[src/hw/rtl/mbe_pkg.sv]
// Shared types and constants for the Mandelbrot escape-time pixel core.
// No dependencies; every other file in hw/rtl imports this package.
package mbe_pkg;

  localparam int COORD_W = 32;   // Q5.26 coordinate
  localparam int FRAC_W  = 26;
  localparam int STEP_W  = 31;
  localparam int DIM_W   = 12;   // col/row index
  localparam int SIZE_W  = 13;   // frame_width/frame_height
  localparam int ITER_W  = 16;
  localparam int PROD_W  = 2 * COORD_W;
  localparam int SQ_W    = 2 * (FRAC_W + 1);  // |z| < 2 -> square below 2^54
  localparam int SAT_W   = 45;                // widest pre-saturation sum
  localparam int CFG_IDX_W  = 3;
  localparam int CFG_DATA_W = 32;

  localparam logic [CFG_IDX_W-1:0] REG_ORIGIN_X     = 3'd0;
  localparam logic [CFG_IDX_W-1:0] REG_ORIGIN_Y     = 3'd1;
  localparam logic [CFG_IDX_W-1:0] REG_PIXEL_STEP   = 3'd2;
  localparam logic [CFG_IDX_W-1:0] REG_FRAME_WIDTH  = 3'd3;
  localparam logic [CFG_IDX_W-1:0] REG_FRAME_HEIGHT = 3'd4;
  localparam logic [CFG_IDX_W-1:0] REG_MAX_ITER     = 3'd5;

  localparam logic [COORD_W-1:0] COORD_MAX = {1'b0, {(COORD_W-1){1'b1}}};
  localparam logic [COORD_W-1:0] COORD_MIN = {1'b1, {(COORD_W-1){1'b0}}};

  typedef enum logic [2:0] {
    S_IDLE,
    S_CX,     // multiply col*step
    S_CY,     // form cx, multiply row*step
    S_CINIT,  // form cy, clear z
    S_CHK,    // limit and magnitude test, multiply zx*zx
    S_YY,     // multiply zy*zy
    S_XY,     // escape sum and difference, multiply zx*zy
    S_UPD     // new z
  } mbe_state_t;

  typedef struct packed {
    logic [COORD_W-1:0] origin_x;
    logic [COORD_W-1:0] origin_y;
    logic [STEP_W-1:0]  pixel_step;
    logic [ITER_W-1:0]  max_iter;
  } mbe_cfg_t;

  typedef struct packed {
    logic start;
    logic ack;
  } mbe_ctl_t;

  typedef struct packed {
    logic idle;
    logic done;
  } mbe_sts_t;

  // Clamp a signed SAT_W-bit value to the signed COORD_W range.
  function automatic logic [COORD_W-1:0] sat_coord(input logic [SAT_W-1:0] v);
    logic ovf;
    ovf = (v[SAT_W-1:COORD_W-1] != {(SAT_W-COORD_W+1){v[SAT_W-1]}});
    if (!ovf) return v[COORD_W-1:0];
    return v[SAT_W-1] ? COORD_MIN : COORD_MAX;
  endfunction

  // |z| >= 2 in Q.26: at or above 2^27 or at or below -2^27.
  function automatic logic is_large(input logic [COORD_W-1:0] z);
    logic big_pos, small_neg;
    big_pos   = !z[COORD_W-1] && (z[COORD_W-2:FRAC_W+1] != '0);
    small_neg = z[COORD_W-1] && (z[COORD_W-2:FRAC_W+1] == '1) && (z[FRAC_W:0] != '0);
    return big_pos || (z[COORD_W-1] && !small_neg);
  endfunction

endpackage

[src/hw/rtl/mbe_mul.sv]
// Shared signed multiplier with registered product.
// Depends on mbe_pkg.
module mbe_mul import mbe_pkg::*; (
  input  logic               clk,
  input  logic [COORD_W-1:0] a,
  input  logic [COORD_W-1:0] b,
  output logic [PROD_W-1:0]  p
);

  always_ff @(posedge clk) begin
    p <= PROD_W'($signed(a) * $signed(b));
  end

endmodule

[src/hw/rtl/mbe_engine.sv]
// Escape-time sequencer: forms c, then iterates z = z*z + c through one
// shared multiplier. Depends on mbe_pkg and mbe_mul.
module mbe_engine import mbe_pkg::*; (
  input  logic              clk,
  input  logic              rst,
  input  mbe_ctl_t          ctl,
  input  mbe_cfg_t          cfg,
  input  logic [DIM_W-1:0]  col,
  input  logic [DIM_W-1:0]  row,
  output mbe_sts_t          sts,
  output logic [ITER_W-1:0] iterations
);

  mbe_state_t state, state_next;

  logic [DIM_W-1:0]   col_q, row_q;
  logic [COORD_W-1:0] cx, cy, zx, zy;
  logic [SQ_W-1:0]    xx;
  logic [SQ_W:0]      diff;        // xx - yy, signed
  logic               esc;
  logic [ITER_W-1:0]  n;

  logic [COORD_W-1:0] mul_a, mul_b;
  logic [PROD_W-1:0]  p;

  logic [SAT_W-1:0]   c_sum, nx_sum, ny_sum;
  logic [SQ_W:0]      sq_sum;
  logic [SQ_W-FRAC_W:0]   diff_sh;  // floor(diff / 2^26)
  logic [SQ_W-FRAC_W+1:0] xy_sh;    // floor(2*xy / 2^26)
  logic               stop;

  mbe_mul u_mul (.clk(clk), .a(mul_a), .b(mul_b), .p(p));

  // c component: origin plus unsigned index*step product
  assign c_sum = (state == S_CY)
      ? {{(SAT_W-COORD_W){cfg.origin_x[COORD_W-1]}}, cfg.origin_x}
        + {{(SAT_W-DIM_W-STEP_W){1'b0}}, p[DIM_W+STEP_W-1:0]}
      : {{(SAT_W-COORD_W){cfg.origin_y[COORD_W-1]}}, cfg.origin_y}
        + {{(SAT_W-DIM_W-STEP_W){1'b0}}, p[DIM_W+STEP_W-1:0]};

  assign sq_sum  = {1'b0, xx} + {1'b0, p[SQ_W-1:0]};
  assign diff_sh = diff[SQ_W:FRAC_W];
  assign xy_sh   = p[SQ_W:FRAC_W-1];
  assign nx_sum  = {{(SAT_W-SQ_W+FRAC_W-1){diff_sh[SQ_W-FRAC_W]}}, diff_sh}
                 + {{(SAT_W-COORD_W){cx[COORD_W-1]}}, cx};
  assign ny_sum  = {{(SAT_W-SQ_W+FRAC_W-2){xy_sh[SQ_W-FRAC_W+1]}}, xy_sh}
                 + {{(SAT_W-COORD_W){cy[COORD_W-1]}}, cy};
  assign stop    = (n >= cfg.max_iter) || is_large(zx) || is_large(zy);

  always_ff @(posedge clk) begin
    if (rst) begin
      state <= S_IDLE;
    end else begin
      state <= state_next;
    end
  end

  always_comb begin
    state_next = state;
    sts.idle   = 1'b0;
    sts.done   = 1'b0;
    mul_a      = zx;
    mul_b      = zy;
    unique case (state)
      S_IDLE: begin
        sts.idle = 1'b1;
        if (ctl.start) state_next = S_CX;
      end
      S_CX: begin
        mul_a      = {{(COORD_W-DIM_W){1'b0}}, col_q};
        mul_b      = {{(COORD_W-STEP_W){1'b0}}, cfg.pixel_step};
        state_next = S_CY;
      end
      S_CY: begin
        mul_a      = {{(COORD_W-DIM_W){1'b0}}, row_q};
        mul_b      = {{(COORD_W-STEP_W){1'b0}}, cfg.pixel_step};
        state_next = S_CINIT;
      end
      S_CINIT: state_next = S_CHK;
      S_CHK: begin
        mul_a = zx;
        mul_b = zx;
        if (stop) begin
          sts.done = 1'b1;
          if (ctl.ack) state_next = S_IDLE;
        end else begin
          state_next = S_YY;
        end
      end
      S_YY: begin
        mul_a      = zy;
        mul_b      = zy;
        state_next = S_XY;
      end
      S_XY: state_next = S_UPD;   // zx*zy
      S_UPD: begin
        // escaped points wait in S_CHK with stop forced by the magnitude test
        state_next = S_CHK;
      end
      default: state_next = S_IDLE;
    endcase
  end

  // An escape in S_UPD forces zx to COORD_MAX and pins n so that S_CHK reports done.
  always_ff @(posedge clk) begin
    if (ctl.start && state == S_IDLE) begin
      col_q <= col;
      row_q <= row;
    end
    unique case (state)
      S_CY:    cx <= sat_coord(c_sum);
      S_CINIT: begin
        cy <= sat_coord(c_sum);
        zx <= '0;
        zy <= '0;
        n  <= '0;
        esc <= 1'b0;
      end
      S_YY:    xx <= p[SQ_W-1:0];
      S_XY: begin
        esc  <= sq_sum[SQ_W];
        diff <= {1'b0, xx} - {1'b0, p[SQ_W-1:0]};
      end
      S_UPD: begin
        if (!esc) begin
          zx <= sat_coord(nx_sum);
          zy <= sat_coord(ny_sum);
          n  <= n + ITER_W'(1);
        end else begin
          // force the stop test: escaped with n unchanged
          zx <= COORD_MAX;
        end
      end
      default: ;
    endcase
  end

  assign iterations = n;

endmodule

[src/hw/rtl/mandelbrot_escape_pixel_core.sv]
// Top level of the Mandelbrot escape-time pixel core: configuration
// registers, stream handshakes, result register. Depends on mbe_pkg, mbe_engine.
//
//  channel  | dir | handshake                | payload
//  ---------+-----+--------------------------+-------------------------------
//  s_*      | in  | s_tvalid / s_tready      | s_tdata = {row, col}
//  m_*      | out | m_tvalid / m_tready      | m_tdata = iterations, m_tlast = frame_end
//  cfg_*    | in  | cfg_valid / cfg_ready    | cfg_index, cfg_data
//
// Per pixel the sequencer forms c in S_CX, S_CY and S_CINIT, then runs S_CHK, S_YY,
// S_XY and S_UPD once per iteration done, plus one more pass when the point escapes
// on the sum of squares (that pass runs all three products but counts nothing); each
// iteration is three passes through the single shared multiplier plus an update.
// Input ready only while the sequencer is idle.
// Reset (rst, sync, high) restores the register defaults and idles the core.
// A result waiting on m_tready does not block the next pixel from being taken;
// the sequencer holds its finished count until the result register frees.
module mandelbrot_escape_pixel_core import mbe_pkg::*; (
  input  logic                  clk,
  input  logic                  rst,
  input  logic                  s_tvalid,
  output logic                  s_tready,
  input  logic [23:0]           s_tdata,    // [11:0] col, [23:12] row
  output logic                  m_tvalid,
  input  logic                  m_tready,
  output logic [ITER_W-1:0]     m_tdata,    // [15:0] iterations
  output logic                  m_tlast,    // frame_end
  input  logic                  cfg_valid,
  output logic                  cfg_ready,
  input  logic [CFG_IDX_W-1:0]  cfg_index,
  input  logic [CFG_DATA_W-1:0] cfg_data
);

  mbe_cfg_t          cfg;
  logic [SIZE_W-1:0] frame_width, frame_height;
  mbe_ctl_t          ctl;
  mbe_sts_t          sts;
  logic [ITER_W-1:0] eng_iter;
  logic              last_pend;
  logic              out_load;
  logic [DIM_W-1:0]  in_col, in_row;

  assign in_col    = s_tdata[DIM_W-1:0];
  assign in_row    = s_tdata[2*DIM_W-1:DIM_W];
  assign cfg_ready = 1'b1;

  // Config registers; writes outside the map are dropped.
  always_ff @(posedge clk) begin
    if (rst) begin
      cfg.origin_x   <= '0;
      cfg.origin_y   <= '0;
      cfg.pixel_step <= STEP_W'(67108);
      frame_width    <= SIZE_W'(1000);
      frame_height   <= SIZE_W'(1000);
      cfg.max_iter   <= ITER_W'(255);
    end else if (cfg_valid && cfg_ready) begin
      unique case (cfg_index)
        REG_ORIGIN_X:     cfg.origin_x   <= cfg_data[COORD_W-1:0];
        REG_ORIGIN_Y:     cfg.origin_y   <= cfg_data[COORD_W-1:0];
        REG_PIXEL_STEP:   cfg.pixel_step <= cfg_data[STEP_W-1:0];
        REG_FRAME_WIDTH:  frame_width    <= cfg_data[SIZE_W-1:0];
        REG_FRAME_HEIGHT: frame_height   <= cfg_data[SIZE_W-1:0];
        REG_MAX_ITER:     cfg.max_iter   <= cfg_data[ITER_W-1:0];
        default: ;
      endcase
    end
  end

  assign s_tready  = sts.idle;
  assign ctl.start = s_tvalid && s_tready;
  assign out_load  = sts.done && (!m_tvalid || m_tready);
  assign ctl.ack   = out_load;

  // Frame end is known at intake; col+1 can never be zero, so a zero or
  // oversized frame size simply never matches.
  always_ff @(posedge clk) begin
    if (ctl.start) begin
      last_pend <= ({1'b0, in_col} + SIZE_W'(1) == frame_width)
                && ({1'b0, in_row} + SIZE_W'(1) == frame_height);
    end
  end

  mbe_engine u_engine (
    .clk(clk), .rst(rst), .ctl(ctl), .cfg(cfg),
    .col(in_col), .row(in_row), .sts(sts), .iterations(eng_iter)
  );

  // Result register
  always_ff @(posedge clk) begin
    if (rst) begin
      m_tvalid <= 1'b0;
    end else if (out_load) begin
      m_tvalid <= 1'b1;
    end else if (m_tready) begin
      m_tvalid <= 1'b0;
    end
  end

  always_ff @(posedge clk) begin
    if (out_load) begin
      m_tdata <= eng_iter;
      m_tlast <= last_pend;
    end
  end

`ifndef NO_ASSERTIONS
  // Taking a pixel starts the sequencer, so intake closes the next cycle.
  a_busy_after_accept: assert property (@(posedge clk) disable iff (rst)
    (s_tvalid && s_tready) |=> !s_tready)
    else $error("input ready right after a pixel was taken");

  // Idle and done are exclusive sequencer conditions.
  a_idle_not_done: assert property (@(posedge clk) disable iff (rst)
    !(sts.idle && sts.done))
    else $error("sequencer idle and done at once");

  // A new result only appears after the sequencer offered one.
  a_result_source: assert property (@(posedge clk) disable iff (rst)
    (!m_tvalid ##1 m_tvalid) |-> $past(sts.done))
    else $error("result appeared without a finished pixel");
`endif

endmodule
[config.mk]
export PLATFORM = sky130hd
export DESIGN_NAME = mandelbrot_escape_pixel_core
export DESIGN_NICKNAME = d
export VERILOG_FILES = /design/src/hw/rtl/mbe_pkg.sv /design/src/hw/rtl/mbe_mul.sv /design/src/hw/rtl/mbe_engine.sv /design/src/hw/rtl/mandelbrot_escape_pixel_core.sv
export SDC_FILE = /design/constraint.sdc
export NUM_CORES = 2
export LEC_CHECK = 0
export BUFFER_PORTS_ARGS = -buffer_cell sky130_fd_sc_hd__buf_2
export CORE_AREA = 3 3 468 516
export CTS_CLUSTER_SIZE = 16
export DETAILED_ROUTE_END_ITERATION = 16
export DIE_AREA = 0 0 471 519
export GPL_TIMING_DRIVEN = 0
export PLACE_DENSITY = 0.43
export RECOVER_POWER = 50
export SLEW_MARGIN = 20
export SYNTH_ARGS = -nofsm -noshare
export SYNTH_HDL_FRONTEND = slang
export SYNTH_SLANG_ARGS = --single-unit
[constraint.sdc]
create_clock -name clk -period 23.7 [get_ports clk]
set_input_delay 3.555 -clock clk [delete_from_list [all_inputs] [get_ports clk]]
set_output_delay 3.555 -clock clk [all_outputs]
set_load 0.01 [all_outputs]
Yosys cells after proc, flatten, opt, wreduce, memory -nomap -nowiden. Index checks and enable logic that the tools add are counted.

Register bits: 492. Word-level logic and storage cells: 134. Output and inout port bits: 20. Input bits: 64.

Multiplexer cells: 38. Multipliers: 1. Eq/ne operators: 22. Add/sub/neg operators: 9. Reductions and logical operators: 41. Magnitude comparators: 1.

Operators by type and width (count): 32-bit 2-to-1 mux (12); 32-bit case mux with 2 select lines (3); 32-bit case mux with 3 select lines (1); 32-bit by 44-bit adder with 45-bit output (2); 54-bit by 54-bit adder with 55-bit output (1); 32-bit by 32-bit multiplier with 55-bit output (1); 54-bit by 54-bit subtractor with 55-bit output (1); 27-bit nonzero test (2); 45-bit 2-to-1 mux (1); 13-bit != test (3); 29-bit by 32-bit adder with 33-bit output (1); 30-bit by 32-bit adder with 33-bit output (1); 16-bit case mux with 2 select lines (1); 12-bit by 1-bit adder with 13-bit output (second input constant) (2); 13-bit == test (2); 3-bit case mux with 7 select lines (1); 3-bit == test (second input constant) (6); 16-bit by 1-bit adder with 16-bit output (second input constant) (1); 16-bit greater-or-equal comparator (1); 16-bit 2-to-1 mux (1); 2-bit AND reduction (8); 1-bit 2-to-1 mux (14); 3-bit by 2-bit == test with 1-bit output (second input constant) (4); 1-bit logical AND (12); other kinds (13) (30).

Logic depth before layout (Yosys ltp).
Depth in word-level cells: 14. Gate-level depth with buffers: 37.

Modules after synthesis. From an unflattened synthesis, not the netlist that was laid out.

Cell total of the unflattened synthesis: 6818. Area, all modules: 63837.5 um2.

Modules (own cells, without submodules): mbe_mul (instances 1, cells an instance 3952, area each 37559.8 um2, seq. area each 1281.2 um2); mbe_engine (instances 1, cells an instance 2120, area each 20103.0 um2, seq. area each 7627.3 um2); mandelbrot_escape_pixel_core (instances 1, cells an instance 746, area each 6174.7 um2, seq. area each 3303.2 um2).

Worst setup path after synthesis. OpenSTA, ideal clock, no wires.

Kind: reg-to-reg. Start point: register u_engine.state[0]. End point: register u_engine.u_mul.p[53]. Cell stages (with the launch flop): 36. Clock period less this slack: 10.270 ns. Required time: 23.569 ns. Setup slack: 13.430 ns. Setup time: 0.131 ns. Buffers on the path: 5. Arrival time: 10.140 ns. Cell sequence: dfxtp_1 > clkbuf_1 > nand3_1 > inv_1 > clkbuf_1 > clkbuf_1 > nand2_1 > o21ai_1 > clkbuf_1 > nand2_1 > fa_1 > fa_1 > fa_1 > fa_1 > inv_1 > fa_1 > inv_1 > fa_1 > inv_1 > fa_1 > inv_1 > fa_1 > inv_1 > ha_1 > clkbuf_1 > a21o_1 > a21o_1 > a21oi_1 > o21ai_0 > a32oi_1 > o211ai_1 > a31oi_1 > o21bai_1 > a41oi_1 > o31ai_1 > xor2_1.

Cells in the longest elaborated chain, start to end: 4.

Ends and longest elaborated chain: start, declared (line mbe_engine.sv:14) `mbe_state_t state, state_next;`; start signal, assigned (line mbe_engine.sv:54) `state <= state_next;`; 3-bit by 1-bit == test with 1-bit output / 3-bit by 2-bit == test with 1-bit output (equally long branches) (line mbe_engine.sv:64) `unique case (state)`; 2-bit OR reduction (no source line); 32-bit case mux with 2 select lines (line mbe_engine.sv:64); 32-bit by 32-bit multiplier with 55-bit output * (line mbe_mul.sv:11) `p <= PROD_W'($signed(a) * $signed(b));`; end signal, assigned (line mbe_mul.sv:11); end, declared (line mbe_mul.sv:7) `output logic [PROD_W-1:0] p`.

Every way passes the cells marked *; elsewhere a longest branch is shown, timed or not. A chain may end at the register's enable or synchronous reset.

Worst setup path in the final report.
Start point: register u_engine.state[1]. End point: register u_engine.u_mul.p[51].

Same word-level chain as after synthesis.

==> run summary <==
• **status** finished, violations left
• **violated checks** max-capacitance violations, max-slew violations
• **Tmin final** 13360 ps
• **hold_buf cts** 0
• **number of global-route vias before repair** 49.02k
• **remaining global-route overflow** 0
• **sequential cell area fraction in the yosys report** 20.37%
• **Largest stage delay, worst path** 750 ps
• **flop and latch count out of synthesis** 466
• **Tightest Pin Transition** 2788 ps
• **global-route met3 utilization** 2.468%
• **number of rows in the core area** 187
• **overall global routing resource usage** 19.86%
• **warning count from the yosys run** 0
• **Worst Setup Start Kind** flop
• **Setup Buffers After CTS** 0
• **CTS sink cnt** 466
• **number of vias after detailed routing** 46.79k
• **Synth cell types** 87
• **final antenna-violating net count** 0
• **largest fanout of any net on the critical path** 10
• **Avg WL per Cell** 25.09 µm
• **cell chosen for the clock root** sky130_fd_sc_hd__clkbuf_16
• **top-area cell type share of the netlist area** 32.91%
• **antenna violations before repair** 16
• **required time at the endpoint of the critical path** 24210 ps
• **global-route wire length before repair** 352.0 mm
• **most repeated library cell on the critical path** sky130_fd_sc_hd__fa_1
• **Cells after Synth** 6440
• **net count reported at finish** 8046
• **H-tree Lvls** 2
• **final setup violation count** 0
• **number of iterations in the first detailed-routing pass** 7
• **floorplan die height** 519 µm
• **Horiz. Die Dim** 471 µm
• **signal arrival time at the worst endpoint** 13870 ps
• **Final Hold Violating Endpoints** 0
• **starting density of the core** 24.99%
• **Mean Syn Cell Area** 9.172 µm²
• **number of buffers inserted during clock tree synthesis** 48
• **net count after synthesis** 7882
• **cell types occupying the most area after synthesis** sky130_fd_sc_hd__fa_1, sky130_fd_sc_hd__edfxtp_1, sky130_fd_sc_hd__ha_1
• **worst-skew pair later-pin latency** 660 ps
• **gp weighted congestion** 0.9649
• **kind of end point of the critical path** flop
• **achievable frequency** 0.07485 GHz
• **TritonCTS clock tree** done
• **fraction of registers with async set/reset** 0%
• **RSZ-0062 raised after global routing** false
• **number of maximum-capacitance constraint violations** 4
• **Primary FF master, synth** sky130_fd_sc_hd__edfxtp_1
• **area of the mapped netlist** 59070 µm²
• **Via density** 4.791
• **busiest layer in global routing** met2
• **number of buffers inserted by port buffering** 81
• **Resized Gates After CTS** 0
• **most used cells in the layout excluding fill and tap cells** sky130_fd_sc_hd__inv_1, sky130_fd_sc_hd__nand2_1, sky130_fd_sc_hd__fa_1
• **Clk pin slew, worst setup/hold paths** 60 ps
• **class of the most critical setup path** flop to flop
• **final sum of negative setup slack** 0 ps
• **Clock Skew** 94.91 ps
• **ratio of final minimum period to clock period** 56.37%
• **fraction of layout instances using a drive strength above 1** 4.049%
• **signed area change from the synthesized netlist to the final layout** 10.99%
• **most common cell after layout, fill and taps aside** sky130_fd_sc_hd__inv_1
• **placed wire-length estimate** 210.0 mm
• **met1 usage** 24.85%
• **total wire length** 245.1 mm
• **remaining max-slew budget at the tightest pin** -85.88%
• **pin count of the biggest net entering global routing** 42
• **master of the slowest instance on the critical path** sky130_fd_sc_hd__nor2_1
• **drt drc** 0
• **number of slew-limit violations in the final report** 135
• **number of enable-type register cells in the synthesized netlist** 270
• **Core Footprint** 236300 µm²
• **drt first-iter violations** 3757
• **Max Root-Sink Buffers** 3
• **post-synthesis cell type with the largest combined area** sky130_fd_sc_hd__fa_1
• **die footprint** 244400 µm²
• **grt met2 use** 34.08%
• **Top Ports** 84
• **class of the most critical hold timing path** flop to flop
==> sequential cells by signal, summed over array words and instances (netlist names), 3 cells and up <==
signal / flops
cfg: 111
frame_height: 13
frame_width: 13
m_tdata: 16
u_engine.col_q: 12
u_engine.cx: 32
u_engine.cy: 32
u_engine.diff: 29
u_engine.iterations: 16
u_engine.row_q: 12
u_engine.state: 3
u_engine.u_mul.p: 55
u_engine.xx: 54
u_engine.zx: 32
u_engine.zy: 32
==> per-layer routing <==
layer / wire length [µm] / up-vias
li1: - / 20840
met1: 100000 / 24000
met2: 117900 / 1513
met3: 13520 / 432
met4: 13540 / 6
met5: 46 / -
==> worst max-delay path: cells and delay by family (launching register included) <==
family	cells	cell delay [ps]
adders and majority gates	9	4330
buffers and inverters	14	3950
AOI/OAI and AO/OA	11	3190
and+or+nand+nor	2	920
xor gates and xnor gates	2	470
DFF	1	300
==> final timing paths <==
check	cells after the start	from	endpoint	slack, ps
worst max register to register	38	u_engine.state[1]$_SDFFE_PP0P_	u_engine.u_mul.p[51]$_DFF_P_	10340
worst min register to register	0	last_pend$_DFFE_PP_	m_tlast$_DFFE_PP_	420
worst max-delay path	38	u_engine.state[1]$_SDFFE_PP0P_	u_engine.u_mul.p[51]$_DFF_P_	10340
worst min-delay path	0	last_pend$_DFFE_PP_	m_tlast$_DFFE_PP_	420
==> through the flow <==
step	area (µm²)	cells	util, %	hold slack, ps	setup slack (ps)
floorplan	59070	6440	-	400.3	13430
global placement	63370	9639	26.82	412.8	7854
detailed placement	64050	9672	27.11	410.2	10480
CTS	65700	9762	27.80	424.9	10400
global route	65550	9762	27.74	454.3	9780
finish	65560	9767	27.74	423.2	10340
==> area by class of cell <==
class                   count  area (µm²)
diodes                      5       12.51
clock buffers              70        1420
repair buffers            114       669.4
multi-input cells        4643       42260
fillers                 25290      170800
inverters                1051        3945
well taps                3118        3901
flip-flops and latches    466       12030
plain buffers             280        1092
clock inverters            20       222.7
==> synthesized netlist by cell type, types with 29 or more instances <==
| master | instances |
|---|---|
| sky130_fd_sc_hd__inv_1 | 1051 |
| sky130_fd_sc_hd__nand2_1 | 1015 |
| sky130_fd_sc_hd__fa_1 | 971 |
| sky130_fd_sc_hd__nor2_1 | 564 |
| sky130_fd_sc_hd__ha_1 | 407 |
| sky130_fd_sc_hd__a21oi_1 | 333 |
| sky130_fd_sc_hd__edfxtp_1 | 270 |
| sky130_fd_sc_hd__clkbuf_1 | 254 |
| sky130_fd_sc_hd__dfxtp_1 | 196 |
| sky130_fd_sc_hd__o21ai_0 | 172 |
| sky130_fd_sc_hd__xnor2_1 | 154 |
| sky130_fd_sc_hd__a21o_1 | 123 |
| sky130_fd_sc_hd__xor2_1 | 85 |
| sky130_fd_sc_hd__o21ai_1 | 59 |
| sky130_fd_sc_hd__nand3_1 | 56 |
| sky130_fd_sc_hd__o21a_1 | 53 |
| sky130_fd_sc_hd__and2_1 | 45 |
| sky130_fd_sc_hd__o21bai_1 | 45 |
| sky130_fd_sc_hd__nor3_1 | 42 |
| sky130_fd_sc_hd__mux2_2 | 40 |
| sky130_fd_sc_hd__mux2i_1 | 37 |
| sky130_fd_sc_hd__nand2b_1 | 34 |
| sky130_fd_sc_hd__and3_1 | 33 |
| sky130_fd_sc_hd__a221o_1 | 30 |
| sky130_fd_sc_hd__nor4_1 | 30 |
| sky130_fd_sc_hd__a221oi_1 | 29 |
| sky130_fd_sc_hd__nand4_1 | 29 |
==> cells by family (layout without fill, tap and decap cells) <==
kind of cell,after synthesis,after routing,synth area share (%)
other,1,6,0.006349
DFF,466,466,20.37
muxes,77,77,1.390
adders and majority gates,1378,1378,41.53
and+or+nand+nor,1953,1953,13.97
AOI/OAI and AO/OA,995,995,10.68
xor gates and xnor gates,239,239,3.544
buffers and inverters,1331,1535,8.516
Power is not shown: default switching activity piles up to over one toggle a cycle in this logic, so the estimate is an artifact.
